--- src/sv/grke_pkg.sv ---
// ----------------------------------------------------------------------------
// grke_pkg: shared types and constants for the GPIO remote key extractor
// Status codes, register indexes, field widths and header byte values.
// ----------------------------------------------------------------------------
`default_nettype none

package grke_pkg;

    localparam int GPIO_WIDTH_DEF = 24;
    localparam int GAP_W          = 10;
    localparam int CODE_W         = 32;
    localparam int BYTES_W        = 3;
    localparam int CFG_IDX_W      = 3;
    localparam int GATHER_W       = 8;

    // result status, travels in m_tuser
    typedef enum logic [1:0] {
        ST_ACCEPT = 2'd0,
        ST_LOCKED = 2'd1,
        ST_REPEAT = 2'd2,
        ST_TICK   = 2'd3
    } status_t;

    // input kind, travels in s_tuser
    typedef enum logic {
        OP_SAMPLE = 1'b0,
        OP_TICK   = 1'b1
    } op_t;

    // register indexes
    localparam logic [CFG_IDX_W-1:0] REG_EXTRACT = 3'd0;
    localparam logic [CFG_IDX_W-1:0] REG_INVERT  = 3'd1;
    localparam logic [CFG_IDX_W-1:0] REG_LOCK    = 3'd2;
    localparam logic [CFG_IDX_W-1:0] REG_GAP     = 3'd3;
    localparam logic [CFG_IDX_W-1:0] REG_MODE    = 3'd4;

    localparam logic MODE_GENERIC  = 1'b0;
    localparam logic MODE_FOURBYTE = 1'b1;

    // four-byte header pairs, picked by sample bit 15
    localparam int          HDR_SEL_BIT = 15;
    localparam logic [7:0]  HDR_HI_B0   = 8'hc0;
    localparam logic [7:0]  HDR_HI_B1   = 8'h3f;
    localparam logic [7:0]  HDR_LO_B0   = 8'h40;
    localparam logic [7:0]  HDR_LO_B1   = 8'hbf;

    localparam logic [BYTES_W-1:0] NBYTES_NONE    = 3'd0;
    localparam logic [BYTES_W-1:0] NBYTES_GENERIC = 3'd1;
    localparam logic [BYTES_W-1:0] NBYTES_FOUR    = 3'd4;

    localparam int OUT_TDATA_W = ((CODE_W + BYTES_W + 7) / 8) * 8;

endpackage

`default_nettype wire

--- src/sv/gpio_remote_key_extractor_top.sv ---
// ----------------------------------------------------------------------------
// gpio_remote_key_extractor_top: GPIO sample to remote key code converter
// Masks, lock test, key gather or four-byte code build, repeat suppression.
// ----------------------------------------------------------------------------
// Usage:
//   Slave stream takes one word per cycle while s_tready is high:
//   s_tuser is the kind (0 GPIO sample, 1 time tick), s_tdata the raw
//   GPIO sample. Master stream returns exactly one word per input word,
//   in order: m_tuser is the status, m_tdata the code word and its byte count.
//   Config port (cfg_we/cfg_index/cfg_data) writes one register per edge;
//   write only while no words are in flight.
// Path: an accepted word is registered in the input stage, then its result is
//   registered in the output stage and shown on m_tvalid (two register stages).
// Throughput: one word per cycle while m_tready is high; the gather, lock
//   test, compare and countdown all sit in the single stage between the two registers.
// Stall: the output register holds its word while m_tready is low; the
//   input register keeps accepting until both stages are full.
// Reset: all configuration clears to zero, last code and the countdown
//   clear, both stages empty.
// ----------------------------------------------------------------------------
`default_nettype none

module gpio_remote_key_extractor_top #(
    parameter int GPIO_WIDTH = grke_pkg::GPIO_WIDTH_DEF,
    parameter int IN_TDATA_W = ((GPIO_WIDTH + 7) / 8) * 8,
    parameter int CFG_W      = (GPIO_WIDTH > grke_pkg::GAP_W) ? GPIO_WIDTH
                                                              : grke_pkg::GAP_W
) (
    input  wire logic                                   clk,
    input  wire logic                                   rst_n,

    input  wire logic                                   s_tvalid,
    output      logic                                   s_tready,
    input  wire logic [IN_TDATA_W-1:0]                  s_tdata,   // gpio_value
    input  wire logic                                   s_tuser,   // op

    output      logic                                   m_tvalid,
    input  wire logic                                   m_tready,
    // code_word [31:0], byte_count [34:32], zero fill above
    output      logic [grke_pkg::OUT_TDATA_W-1:0]       m_tdata,
    output      logic [1:0]                             m_tuser,   // status

    input  wire logic                                   cfg_we,
    input  wire logic [grke_pkg::CFG_IDX_W-1:0]         cfg_index,
    input  wire logic [CFG_W-1:0]                       cfg_data
);

    localparam int CNT_W = $clog2(GPIO_WIDTH + 1);
    localparam int GW    = grke_pkg::GATHER_W;

    // configuration
    logic [GPIO_WIDTH-1:0]          extract_reg;
    logic [GPIO_WIDTH-1:0]          invert_reg;
    logic [GPIO_WIDTH-1:0]          lock_reg;
    logic [grke_pkg::GAP_W-1:0]     gap_ticks_reg;
    logic                           mode_reg;

    // state
    logic [grke_pkg::CODE_W-1:0]    last_code_reg;
    logic [grke_pkg::CODE_W-1:0]    last_code_next;
    logic [grke_pkg::GAP_W-1:0]     gap_rem_reg;
    logic [grke_pkg::GAP_W-1:0]     gap_rem_next;

    // input stage
    logic                           in_valid_reg;
    logic                           in_op_reg;
    logic [GPIO_WIDTH-1:0]          in_gpio_reg;

    // output stage
    logic                           out_valid_reg;
    grke_pkg::status_t              out_status_reg;
    grke_pkg::status_t              out_status_next;
    logic [grke_pkg::CODE_W-1:0]    out_code_reg;
    logic [grke_pkg::CODE_W-1:0]    out_code_next;
    logic [grke_pkg::BYTES_W-1:0]   out_bytes_reg;
    logic [grke_pkg::BYTES_W-1:0]   out_bytes_next;

    logic                           out_free;
    logic                           advance;

    logic [GPIO_WIDTH-1:0]          sample_v;
    logic                           locked;
    logic [CNT_W-1:0]               prefix [GPIO_WIDTH];
    logic [GW-1:0]                  gather;
    logic [grke_pkg::CODE_W-1:0]    masked_wide;
    logic [grke_pkg::CODE_W-1:0]    sample_wide;
    logic [7:0]                     key_byte;
    logic [grke_pkg::CODE_W-1:0]    code;
    logic                           match;
    logic                           suppress;

    // ---------------- handshake ----------------
    assign out_free = !out_valid_reg || m_tready;
    assign advance  = in_valid_reg && out_free;
    assign s_tready = !in_valid_reg || out_free;

    // ---------------- configuration ----------------
    always_ff @(posedge clk or negedge rst_n)
    begin
        if (!rst_n)
        begin
            extract_reg   <= '0;
            invert_reg    <= '0;
            lock_reg      <= '0;
            gap_ticks_reg <= '0;
            mode_reg      <= grke_pkg::MODE_GENERIC;
        end
        else if (cfg_we)
        begin
            unique case (cfg_index)
                grke_pkg::REG_EXTRACT: extract_reg   <= cfg_data[GPIO_WIDTH-1:0];
                grke_pkg::REG_INVERT:  invert_reg    <= cfg_data[GPIO_WIDTH-1:0];
                grke_pkg::REG_LOCK:    lock_reg      <= cfg_data[GPIO_WIDTH-1:0];
                grke_pkg::REG_GAP:     gap_ticks_reg <= cfg_data[grke_pkg::GAP_W-1:0];
                grke_pkg::REG_MODE:    mode_reg      <= cfg_data[0];
                default: ;
            endcase
        end
    end

    // ---------------- input stage ----------------
    always_ff @(posedge clk or negedge rst_n)
    begin
        if (!rst_n)
        begin
            in_valid_reg <= 1'b0;
        end
        else if (s_tready)
        begin
            in_valid_reg <= s_tvalid;
        end
    end

    always_ff @(posedge clk)
    begin
        if (s_tvalid && s_tready)
        begin
            in_op_reg   <= s_tuser;
            in_gpio_reg <= s_tdata[GPIO_WIDTH-1:0];
        end
    end

    // ---------------- decode ----------------
    assign sample_v = in_gpio_reg ^ invert_reg;
    assign locked   = |(sample_v & lock_reg);

    // slot of each extract bit in the gathered code: count of mask bits below it
    always_comb
    begin
        for (int i = 0; i < GPIO_WIDTH; i++)
        begin
            prefix[i] = CNT_W'($countones(extract_reg &
                                          ((GPIO_WIDTH'(1) << i) - GPIO_WIDTH'(1))));
        end
    end

    // only the lowest eight selected bits land in the code
    always_comb
    begin
        gather = '0;
        for (int k = 0; k < GW; k++)
        begin
            for (int i = 0; i < GPIO_WIDTH; i++)
            begin
                if (extract_reg[i] && sample_v[i] && (prefix[i] == CNT_W'(k)))
                begin
                    gather[k] = 1'b1;
                end
            end
        end
    end

    assign masked_wide = grke_pkg::CODE_W'(sample_v & extract_reg);
    assign sample_wide = grke_pkg::CODE_W'(sample_v);
    assign key_byte    = masked_wide[23:16];

    always_comb
    begin
        if (mode_reg == grke_pkg::MODE_FOURBYTE)
        begin
            if (sample_wide[grke_pkg::HDR_SEL_BIT])
            begin
                code = {~key_byte, key_byte, grke_pkg::HDR_HI_B1, grke_pkg::HDR_HI_B0};
            end
            else
            begin
                code = {~key_byte, key_byte, grke_pkg::HDR_LO_B1, grke_pkg::HDR_LO_B0};
            end
            match = (code == last_code_reg);
        end
        else
        begin
            code  = grke_pkg::CODE_W'(gather);
            match = (code[7:0] == last_code_reg[7:0]);
        end
    end

    assign suppress = (gap_ticks_reg != '0) && match && (gap_rem_reg != '0);

    always_comb
    begin
        out_status_next = grke_pkg::ST_TICK;
        out_code_next   = '0;
        out_bytes_next  = grke_pkg::NBYTES_NONE;
        last_code_next  = last_code_reg;
        gap_rem_next    = gap_rem_reg;
        if (in_op_reg == grke_pkg::OP_TICK)
        begin
            out_status_next = grke_pkg::ST_TICK;
            if (gap_rem_reg != '0)
            begin
                gap_rem_next = gap_rem_reg - grke_pkg::GAP_W'(1);
            end
        end
        else if (locked)
        begin
            out_status_next = grke_pkg::ST_LOCKED;
        end
        else if (suppress)
        begin
            out_status_next = grke_pkg::ST_REPEAT;
        end
        else
        begin
            out_status_next = grke_pkg::ST_ACCEPT;
            out_code_next   = code;
            out_bytes_next  = (mode_reg == grke_pkg::MODE_FOURBYTE) ?
                              grke_pkg::NBYTES_FOUR : grke_pkg::NBYTES_GENERIC;
            last_code_next  = code;
            gap_rem_next    = gap_ticks_reg;
        end
    end

    // ---------------- state and output stage ----------------
    always_ff @(posedge clk or negedge rst_n)
    begin
        if (!rst_n)
        begin
            last_code_reg <= '0;
            gap_rem_reg   <= '0;
            out_valid_reg <= 1'b0;
        end
        else
        begin
            if (advance)
            begin
                last_code_reg <= last_code_next;
                gap_rem_reg   <= gap_rem_next;
            end
            if (out_free)
            begin
                out_valid_reg <= in_valid_reg;
            end
        end
    end

    always_ff @(posedge clk)
    begin
        if (advance)
        begin
            out_status_reg <= out_status_next;
            out_code_reg   <= out_code_next;
            out_bytes_reg  <= out_bytes_next;
        end
    end

    assign m_tvalid = out_valid_reg;
    assign m_tuser  = out_status_reg;
    assign m_tdata  = grke_pkg::OUT_TDATA_W'({out_bytes_reg, out_code_reg});

endmodule

`default_nettype wire

--- config.mk ---
export PLATFORM = sky130hd
export DESIGN_NAME = gpio_remote_key_extractor_top
export DESIGN_NICKNAME = d
export VERILOG_FILES = /design/src/sv/grke_pkg.sv /design/src/sv/gpio_remote_key_extractor_top.sv
export SDC_FILE = /design/constraint.sdc
export NUM_CORES = 1
export LEC_CHECK = 0
export BUFFER_PORTS_ARGS = -buffer_cell sky130_fd_sc_hd__buf_4
export CAP_MARGIN = 10
export CORE_ASPECT_RATIO = 0.6
export CORE_UTILIZATION = 30
export DETAILED_ROUTE_END_ITERATION = 8
export GPL_ROUTABILITY_DRIVEN = 1
export PLACE_DENSITY = 0.45
export SYNTH_ARGS = -nofsm -noshare
export SYNTH_HDL_FRONTEND = slang
export SYNTH_SLANG_ARGS = --single-unit
--- constraint.sdc ---
create_clock -name clk -period 9.5 [get_ports clk]
set_input_delay 1.9 -clock clk [delete_from_list [all_inputs] [get_ports clk]]
set_output_delay 1.9 -clock clk [all_outputs]
set_load 0.03 [all_outputs]
-- After elaboration in Yosys (flattened, before gate mapping)
Index checks and enable logic that the tools add are counted.
- muxes and demuxes: 190
- add/sub/neg operators: 49
- bitwise operators: 7
- reductions and logical operators: 246
- equal/unequal tests: 163
- operators with widths (cell ; number):
    $eq 5x3->1 const B ; 76
    $logic_and 1x1->1 ; 206
    $eq 5x2->1 const B ; 38
    $mux 1 ; 180
    $logic_not 5->1 ; 23
    $eq 5x1->1 const B ; 19
    $add 5x5->5 ; 13
    $mux 32 ; 2
    $and 24x24->24 ; 2
    $mux 10 ; 4
    $eq 32x32->1 ; 1
    $reduce_or 26->1 ; 1
    $reduce_or 25->1 ; 1
    $reduce_or 24->1 ; 1
    $xor 24x24->24 ; 1
    $add 1x1->2 ; 11
    $add 5x1->5 ; 4
    $reduce_bool 10->1 ; 2
    $eq 4x3->1 const B ; 4
    $mux 16 ; 1
    $add 2x1->3 ; 5
    $add 2x2->3 ; 5
    $eq 3x3->1 const B ; 5
    $add 3x3->4 ; 3
    25 further kinds ; 47
- register bits: 189
- bits of input ports: 57

-- Longest topological paths before layout
Gate-level depths: netlist of the first run.
- depth in word-level cells: 33
- gate-level depth with buffers: 32
- depth with buffers taken out: 27

-- Worst setup path after synthesis of the first run
OpenSTA, ideal clock, no wires.
- path type: register -> register
- start point: register extract_reg[0]
- end point: register last_code_reg[5] (netlist name)
- cell stages (with the launch flop): 27
- required time: 9.375 ns
- buffers on the path: 2
- arrival time: 7.944 ns
- setup slack: 1.431 ns
- cells stage by stage: dfrtp_1 inv_1 ha_1 inv_1 fa_1 fa_1 buf_2 xnor2_1 ha_1 inv_1 fa_1 fa_1 inv_1 fa_1 fa_1 a21o_1 a21oi_1 xnor2_1 nand3_1 o32ai_1 or3_1 or4_1 a211oi_2 and4_1 buf_6 nor2_4 mux2_4
- word-level cells in the longest chain between the ends: 31
- RTL lines (element ; line ; source):
    from (decl) ; gpio_remote_key_extractor_top.sv:52 ; logic [GPIO_WIDTH-1:0] extract_reg;
    from (signal assigned) ; gpio_remote_key_extractor_top.sv:111 ; grke_pkg::REG_EXTRACT: extract_reg <= cfg_data[GPIO_WIDTH-1:0];
    branches (longest 31 deep; another with $add 5x1->5) ; - ;
    to (signal assigned) ; gpio_remote_key_extractor_top.sv:247 ; last_code_reg <= last_code_next;
    to (decl) ; gpio_remote_key_extractor_top.sv:59 ; logic [grke_pkg::CODE_W-1:0] last_code_reg;
Parallel ways; which one is timed is not known.
A chain may end at the register's enable or synchronous reset.

-- Worst setup path in the final report of the first run
- start point: register extract_reg[0]
- end point: register last_code_reg[24] (netlist name)
- word-level cells in the longest chain between the ends: 31
- RTL lines (element ; line ; source):
    branches (longest 25 deep; another with $add 5x1->5) ; - ;
    $eq 8x8->1 * ; gpio_remote_key_extractor_top.sv:194 ; match = (code[7:0] == last_code_reg[7:0]);
    $mux 1 * ; gpio_remote_key_extractor_top.sv:179 ; if (mode_reg == grke_pkg::MODE_FOURBYTE)
    $logic_and 1x1->1 * (2 in a row) ; gpio_remote_key_extractor_top.sv:198 ; assign suppress = (gap_ticks_reg != '0) && match && (gap_rem_reg != '0);
    $not 1->1 (no line) * ; - ;
    $reduce_and 4->1 (no line) * ; - ;
Mark *: on every way between the ends.

==> out/qor.csv, run 1 <==
stage,metric,value,unit
worst_setup_path,crit_path_start_kind,register,
worst_setup_path,crit_top_cell,ha_1,
worst_setup_path,end_kind,register,
synth,async_flop_share,0.691,
detailed_routing,wl_per_cell,23.5,µm
finish,antennaDiodeCount,0,
synth,synth_cells,1460,
sta,final-hold-violation-count,0,
sta,setup_viol,0,
floorplan,ios,101,
finish,drive_gt1_frac,0.175,
placement,port_buffers,93,
worst_setup_path,cp-startpoint,extract_reg[0]$_DFFE_PN0P_,
cts,clockRootBuffer,clkbuf_16,
cts,cts_tree,built,
floorplan,die_area,47200,µm²
synth,yosys_most_used_dff,dfrtp_1,
placement,hpwl,41.0,mm
grt,first_global_vias,11300,
synth,ys_warn_count,0,
worst_setup_path,slowest_delay,740,ps
sta,slew_headroom,0.298,
floorplan,coreArea,45300,µm²
synth,ys_seq_area_frac,0.334,
synth,ys_types,105,
synth,avgSynthCellArea,9.52,µm²
status,outcome,"finished, final reports clean",
detailed_routing,first_pass_iters,5,
worst_setup_path,crit_required,9810,ps
floorplan,fp-row-count,60,
grt,grt_overflow,0,
finish,syn2layout_area_growth,14.9,%
worst_setup_path,critPathCapture,last_code_reg[24]$_DFFE_PN0P_,
detailed_routing,wirelength,51.1,mm
sta,slew_violations,0,
cts,numCtsBuffers,17,
worst_setup_path,rr_worst_depth,28,
grt,grt_max_degree,77,
sta,finClkSkew,26.6,ps
detailed_routing,drt_iter0_drc,1183,
sta,max_freq,112,MHz
floorplan,die_w,280,µm
detailed_routing,drc,0,
finish,utilization,0.353,
run,cap_violations,0,
floorplan,fp.dieH,169,µm
grt,grt_pass1_wl,76.4,mm
sta,period_needed,8960,ps
grt,grt.total_usage,0.220,
worst_setup_path,cp_max_fo,31,
worst_setup_path,reg2reg_from,extract_reg[0]$_DFFE_PN0P_,
worst_setup_path,reg2reg_to,last_code_reg[24]$_DFFE_PN0P_,
cts,clock_latency,470,ps
synth,synth-seq-cells,175,
synth,netlist_area,13900,µm²
detailed_routing,viasPerCell,5.62,
finish,nNetsFinal,1714,
cts,cts_num_sinks,175,
cts,cts_buffer_depth,2,
cts,clkTransAtPathRegs,90,ps
worst_setup_path,crit_arrival,9270,ps
sta,finalCritPeriodShare,0.943,
cts,htreeDepth,4,
detailed_routing,ant_nets,0,
detailed_routing,vias,12200,
sta,tightest_slew,1050,ps
worst_hold_path,min_path_type,reg -> reg,
grt,antenna_found_initial,1,
floorplan,initial_core_util,0.307,
worst_setup_path,setup.worst_path.class,reg -> reg,
synth,synth_edf_count,54,
placement,place.gp.congestion,0.980,
worst_setup_path,rrSetupSlack,540,ps
worst_setup_path,slowest_stage,fa_1,
==> cell usage in the layout, fill, tap and decap left out, types with 20 or more instances in the layout <==
cell,netlist,routed
fa_1,36,36
inv_1,81,81
nand3_1,70,70
a21oi_1,43,43
xnor2_1,23,23
nand4_1,38,38
o21ai_0,68,68
dfrtp_1,121,121
xor2_1,32,32
nor3_1,43,43
edfxtp_1,54,54
buf_4,16,120
nor4_1,30,30
nor2_1,71,69
o31ai_1,31,31
ha_1,77,77
mux2_2,75,75
nand2_1,114,114
nand2b_1,30,30
or3_1,20,20
==> cell families (layout without fill, tap and decap cells) <==
logic type                 count (synthesis)  in the layout  share of synthesized area
DFF                                      175            175                      0.334
muxes                                     83             83                     0.0669
AOI/OAI and AO/OA                        318            318                      0.163
other                                      1              7                   0.000270
buffers and inverters                    147            238                     0.0463
xor gates and xnor gates                  61             61                     0.0445
and+or+nand+nor                          562            562                      0.224
adders and majority gates                113            113                      0.121
==> cell type report <==
| cell class | instances | area, µm² |
|---|---|---|
| clock buffer | 17 | 425 |
| clock inverter | 15 | 214 |
| fill | 4599 | 29300 |
| inverter | 84 | 315 |
| multi-input combinational | 1144 | 8650 |
| sequential | 175 | 4650 |
| tap | 620 | 776 |
| timing repair buffer | 122 | 948 |
==> worst min path at each step <==
stage,start,endpoint,depth (start not counted)
6_report,in_valid_reg$_DFFE_PN0N_,m_tvalid$_DFFE_PN0P_,1
5_1_grt,last_code_reg[13]$_DFFE_PN0P_,last_code_reg[13]$_DFFE_PN0P_,2
4_1_cts,last_code_reg[13]$_DFFE_PN0P_,last_code_reg[13]$_DFFE_PN0P_,2
3_5_place_dp,in_valid_reg$_DFFE_PN0N_,m_tvalid$_DFFE_PN0P_,1
3_3_place_gp,in_valid_reg$_DFFE_PN0N_,m_tvalid$_DFFE_PN0P_,1
2_1_floorplan,in_valid_reg$_DFFE_PN0N_,m_tvalid$_DFFE_PN0P_,1
==> worst max-delay path, delay by kind of cell, from the launching register on <==
family	cells	cell delay (ps)
AO/OA/AOI/OAI	6	1810
XOR/XNOR	2	370
adder cells (fa/ha/maj)	7	2810
buffers and inverters	4	780
flip-flops	1	480
AND/OR/NAND/NOR	9	2520
==> synth_stat cells, types with 31 or more instances <==
| cell type | n | area share |
|---|---|---|
| a21oi_1 | 43 | 0.015 |
| clkbuf_1 | 32 | 0.0086 |
| dfrtp_1 | 121 | 0.22 |
| edfxtp_1 | 54 | 0.12 |
| fa_1 | 36 | 0.052 |
| ha_1 | 77 | 0.069 |
| inv_1 | 81 | 0.022 |
| mux2_2 | 75 | 0.061 |
| nand2_1 | 114 | 0.031 |
| nand3_1 | 70 | 0.025 |
| nand4_1 | 38 | 0.017 |
| nor2_1 | 71 | 0.019 |
| nor3_1 | 43 | 0.015 |
| o21ai_0 | 68 | 0.024 |
| o31ai_1 | 31 | 0.017 |
| xor2_1 | 32 | 0.020 |
==> per-stage QoR <==
step	hold slack (ps)	setup TNS [ps]	area, µm²	cells	setup WS, ps
3_5_place_dp	486	0	15300	2144	563
5_1_grt	524	-33.0	16000	2177	-24.6
6_report	511	0	16000	2177	543
2_1_floorplan	449	0	13900	1466	1430
4_1_cts	514	0	15900	2176	496
3_3_place_gp	482	0	15300	2144	602
==> routing by layer <==
metal / track usage / routed length, µm / up-vias
met2: 0.275 / 18800 / 429
met1: 0.359 / 27300 / 6102
li1: - / - / 5659
met3: 0.0598 / 4330 / 34
met4: 0.0423 / 590 / 2
met5: 0 / 13 / -
==> what timing repair did <==
item                                    in CTS  in global routing
buffers inserted                             0                  0
hold buffers                                 0                  0
endpoints found under the setup margin       0                 47
gates resized for setup                      0                  3
Power of run 1 is left out: the tool's default activity adds up to more than one toggle a clock period on the data nets, which glitch-free logic cannot reach.
==> run 2: changes to the inputs <==
--- a/config.mk
+++ b/config.mk
@@ -5,13 +5,14 @@
 export SDC_FILE = /design/constraint.sdc
 export NUM_CORES = 1
 export LEC_CHECK = 0
+export ABC_AREA = 1
 export BUFFER_PORTS_ARGS = -buffer_cell sky130_fd_sc_hd__buf_4
 export CAP_MARGIN = 10
 export CORE_ASPECT_RATIO = 0.6
 export CORE_UTILIZATION = 30
 export DETAILED_ROUTE_END_ITERATION = 8
 export GPL_ROUTABILITY_DRIVEN = 1
-export PLACE_DENSITY = 0.45
+export PLACE_DENSITY = 0.46
 export SYNTH_ARGS = -nofsm -noshare
 export SYNTH_HDL_FRONTEND = slang
 export SYNTH_SLANG_ARGS = --single-unit
==> out/qor.csv, run 2 <==
stage,metric,value,unit,change
sta,rsz0062_at_grt,no,,
floorplan,fp.dieH,165,µm,was 169 µm
synth,ys_seq_area_frac,0.350,,was 0.334
worst_setup_path,reg2reg_from,extract_reg[0]$_DFFE_PN0P_,,unchanged
worst_setup_path,slowest_delay,660,ps,was 740 ps
placement,placed_cells,2452,,"was 2,144"
floorplan,initial_core_util,0.306,,was 0.307
synth,ys_types,53,,was 105
detailed_routing,vias,12100,,"was 12,200"
worst_setup_path,cp_top_family,adder cells,,unchanged
worst_setup_path,rr_worst_depth,35,,was 28
detailed_routing,ant_nets,0,,unchanged
cts,numCtsBuffers,17,,unchanged
sta,fin_setup_tns,0,ps,unchanged
synth,synth_top_cell_area_share,0.228,,was 0.218
finish,nFillCells,4620,,"was 4,599"
synth,ys_warn_count,0,,unchanged
cts,htreeDepth,4,,unchanged
detailed_routing,first_pass_iters,5,,unchanged
grt,grt_pass1_wl,66.4,mm,was 76.4 mm
grt,first_global_vias,11100,,"was 11,300"
detailed_routing,wirelength,43.4,mm,was 51.1 mm
sta,period_needed,8080,ps,was 8960 ps
worst_setup_path,setup.worst_path.class,reg -> reg,,unchanged
grt,grt.total_usage,0.196,,was 0.220
placement,hpwl,35.4,mm,was 41.0 mm
placement,dp_slack,1610,ps,was 563 ps
grt,antenna_found_initial,1,,unchanged
worst_setup_path,crit_arrival,8400,ps,was 9270 ps
worst_setup_path,crit_top_cell,nand2_1,,was ha_1
worst_setup_path,cp-startpoint,extract_reg[0]$_DFFE_PN0P_,,unchanged
floorplan,ios,101,,unchanged
placement,place.gp.congestion,0.968,,was 0.980
worst_setup_path,rrSetupSlack,1420,ps,was 540 ps
cts,cts_buffer_depth,2,,unchanged
worst_setup_path,crit_required,9820,ps,was 9810 ps
sta,tightest_slew,960,ps,was 1050 ps
sta,max_freq,124,MHz,was 112 MHz
synth,synth_most_common_cell,nand2_1,,was dfrtp_1
placement,port_buffers,93,,unchanged
detailed_routing,drc,0,,unchanged
synth,yosys_most_used_dff,dfrtp_1,,unchanged
finish,syn2layout_area_growth,14.1,%,was 14.9%
sta,finalCritPeriodShare,0.851,,was 0.943
synth,synth-seq-cells,175,,unchanged
sta,slew_headroom,0.360,,was 0.298
run,cap_violations,0,,unchanged
cts,post_cts_resize_count,0,,unchanged
cts,cts_tree,built,,unchanged
synth,synthTopCellsByArea,"dfrtp_1 23%, nand2_1 13%, edfxtp_1 12%, nand3_1 7.3%, ha_1 7.2%",,"was dfrtp_1 22%, edfxtp_1 12%, ha_1 6.9%, mux2_2 6.1%, fa_1 5.2%"
floorplan,die_area,45200,µm²,"was 47,200 µm²"
worst_setup_path,slowest_stage,fa_1,,unchanged
synth,avgSynthCellArea,7.35,µm²,was 9.52 µm²
cts,clockRootBuffer,clkbuf_16,,unchanged
sta,setup_viol,0,,unchanged
sta,layout_setup_ws,1420,ps,was 543 ps
floorplan,fp-row-count,59,,was 60
synth,synth_common_cells,"464 x nand2_1, 239 x inv_1, 196 x nor2_1",,"was 121 x dfrtp_1, 114 x nand2_1, 81 x inv_1"
finish,utilization,0.349,,was 0.353
worst_hold_path,min_path_type,reg -> reg,,unchanged
finish,drive_gt1_frac,0.118,,was 0.175
cts,clkTransAtPathRegs,80,ps,was 90 ps
detailed_routing,drt_iter0_drc,1132,,"was 1,183"
worst_setup_path,end_kind,register,,unchanged
worst_setup_path,worst-path-buf-inv,7,,was 4
worst_setup_path,worst-path-stages,35,,was 28
synth,netlist_area,13300,µm²,"was 13,900 µm²"
sta,finClkSkew,12.4,ps,was 26.6 ps
worst_setup_path,critPathCapture,gap_rem_reg[7]$_DFFE_PN0P_,,was last_code_reg[24]$_DFFE_PN0P_
grt,grt_max_degree,70,,was 77
cts,clock_latency,430,ps,was 470 ps
sta,slew_violations,0,,unchanged
sta,final-hold-violation-count,0,,unchanged
floorplan,die_w,274,µm,was 280 µm
floorplan,coreArea,43500,µm²,"was 45,300 µm²"
synth,synth_cells,1808,,"was 1,460"
detailed_routing,viasPerCell,4.86,,was 5.62
cts,cts_num_sinks,175,,unchanged
synth,synth_top_cell_by_area,dfrtp_1,,unchanged
status,outcome,"finished, final reports clean",,unchanged
finish,layoutNonFillerInstCount,2485,,"was 2,177"
cts,hold_buffers,0,,unchanged
worst_setup_path,crit_path_start_kind,register,,unchanged
worst_setup_path,cp_max_fo,14,,was 31
finish,final_common_cell,nand2_1,,was dfrtp_1
synth,synth_edf_count,54,,unchanged
finish,final_cell_mix,"464 x nand2_1, 239 x inv_1, 196 x nor2_1",,"was 121 x dfrtp_1, 120 x buf_4, 114 x nand2_1"
cts,post_cts_buffers,0,,unchanged
grt,grt_overflow,0,,unchanged
synth,async_flop_share,0.691,,unchanged
detailed_routing,wl_per_cell,17.5,µm,was 23.5 µm
finish,nNetsFinal,2062,,"was 1,714"
worst_setup_path,reg2reg_to,gap_rem_reg[7]$_DFFE_PN0P_,,was last_code_reg[24]$_DFFE_PN0P_
-- run 2: cell count changes in the layout (fill, tap and decap cells not counted), sizes merged, moves of 23 or more --
cell / change
o21ai: +50
mux2: -76
nand2: +380
nand3: +134
nor4: -23
nor2: +145
a21oi: -25
nand2b: -30
inv: +166
o31ai: -31
-- run 2: cell families (layout without fill, tap and decap cells) --
family | after synthesis | in the layout | synth area share
other | 1 | 8 | 0.000282
adder cells (fa/ha/maj) | 113 | 113 | 0.127
buffers and inverters | 297 | 388 | 0.0908
XOR/XNOR | 32 | 32 | 0.0217
AND/OR/NAND/NOR | 1017 | 1017 | 0.339
flip-flops | 175 | 175 | 0.350
AO/OA/AOI/OAI | 173 | 173 | 0.0718
-- run 2: layout make-up --
type                       count  area, µm²  area share
multi-input combinational   1342       7460       0.492
antenna                        1       2.50    0.000165
clock inverter                14        166      0.0110
timing repair buffer         106        796      0.0525
inverter                     250        938      0.0619
tap                          579        724      0.0478
sequential                   175       4650       0.307
clock buffer                  18        429      0.0283
-- run 2: how the worst min path moves through the flow --
stage / from / slack (ps) / cells past startpoint / to
floorplan: gap_rem_reg[9]$_DFFE_PN0P_ / 440 / 2 / gap_rem_reg[9]$_DFFE_PN0P_
global route: lock_reg[4]$_DFFE_PN0P_ / 510 / 2 / lock_reg[4]$_DFFE_PN0P_
global placement: gap_rem_reg[9]$_DFFE_PN0P_ / 460 / 2 / gap_rem_reg[9]$_DFFE_PN0P_
detailed placement: gap_rem_reg[9]$_DFFE_PN0P_ / 460 / 2 / gap_rem_reg[9]$_DFFE_PN0P_
CTS: gap_rem_reg[9]$_DFFE_PN0P_ / 480 / 2 / gap_rem_reg[9]$_DFFE_PN0P_
finish: gap_rem_reg[9]$_DFFE_PN0P_ / 480 / 2 / gap_rem_reg[9]$_DFFE_PN0P_
-- run 2: metrics by stage --
| step | area, µm² | hold WS, ps |
|---|---|---|
| 6_report | 15200 | 477 |
| 5_1_grt | 15200 | 508 |
| 4_1_cts | 15200 | 479 |
| 3_5_place_dp | 14600 | 460 |
| 3_3_place_gp | 14600 | 461 |
| 2_1_floorplan | 13300 | 442 |
-- run 2: worst min-delay path, stage by stage, from the launching register on --
cell,delay (ps)
dfrtp_1,350
nand2_1,50
nand2_1,50
-- run 2: per-layer routing --
metal  track usage  share of wire  vias to the layer above
met2         0.247           0.36                      363
met3        0.0377          0.074                       17
met5             0              0                        -
li1              -              -                     5990
met1         0.330           0.56                     5702
met4        0.0289         0.0069                        0
Power of run 2 is left out for the same reason.
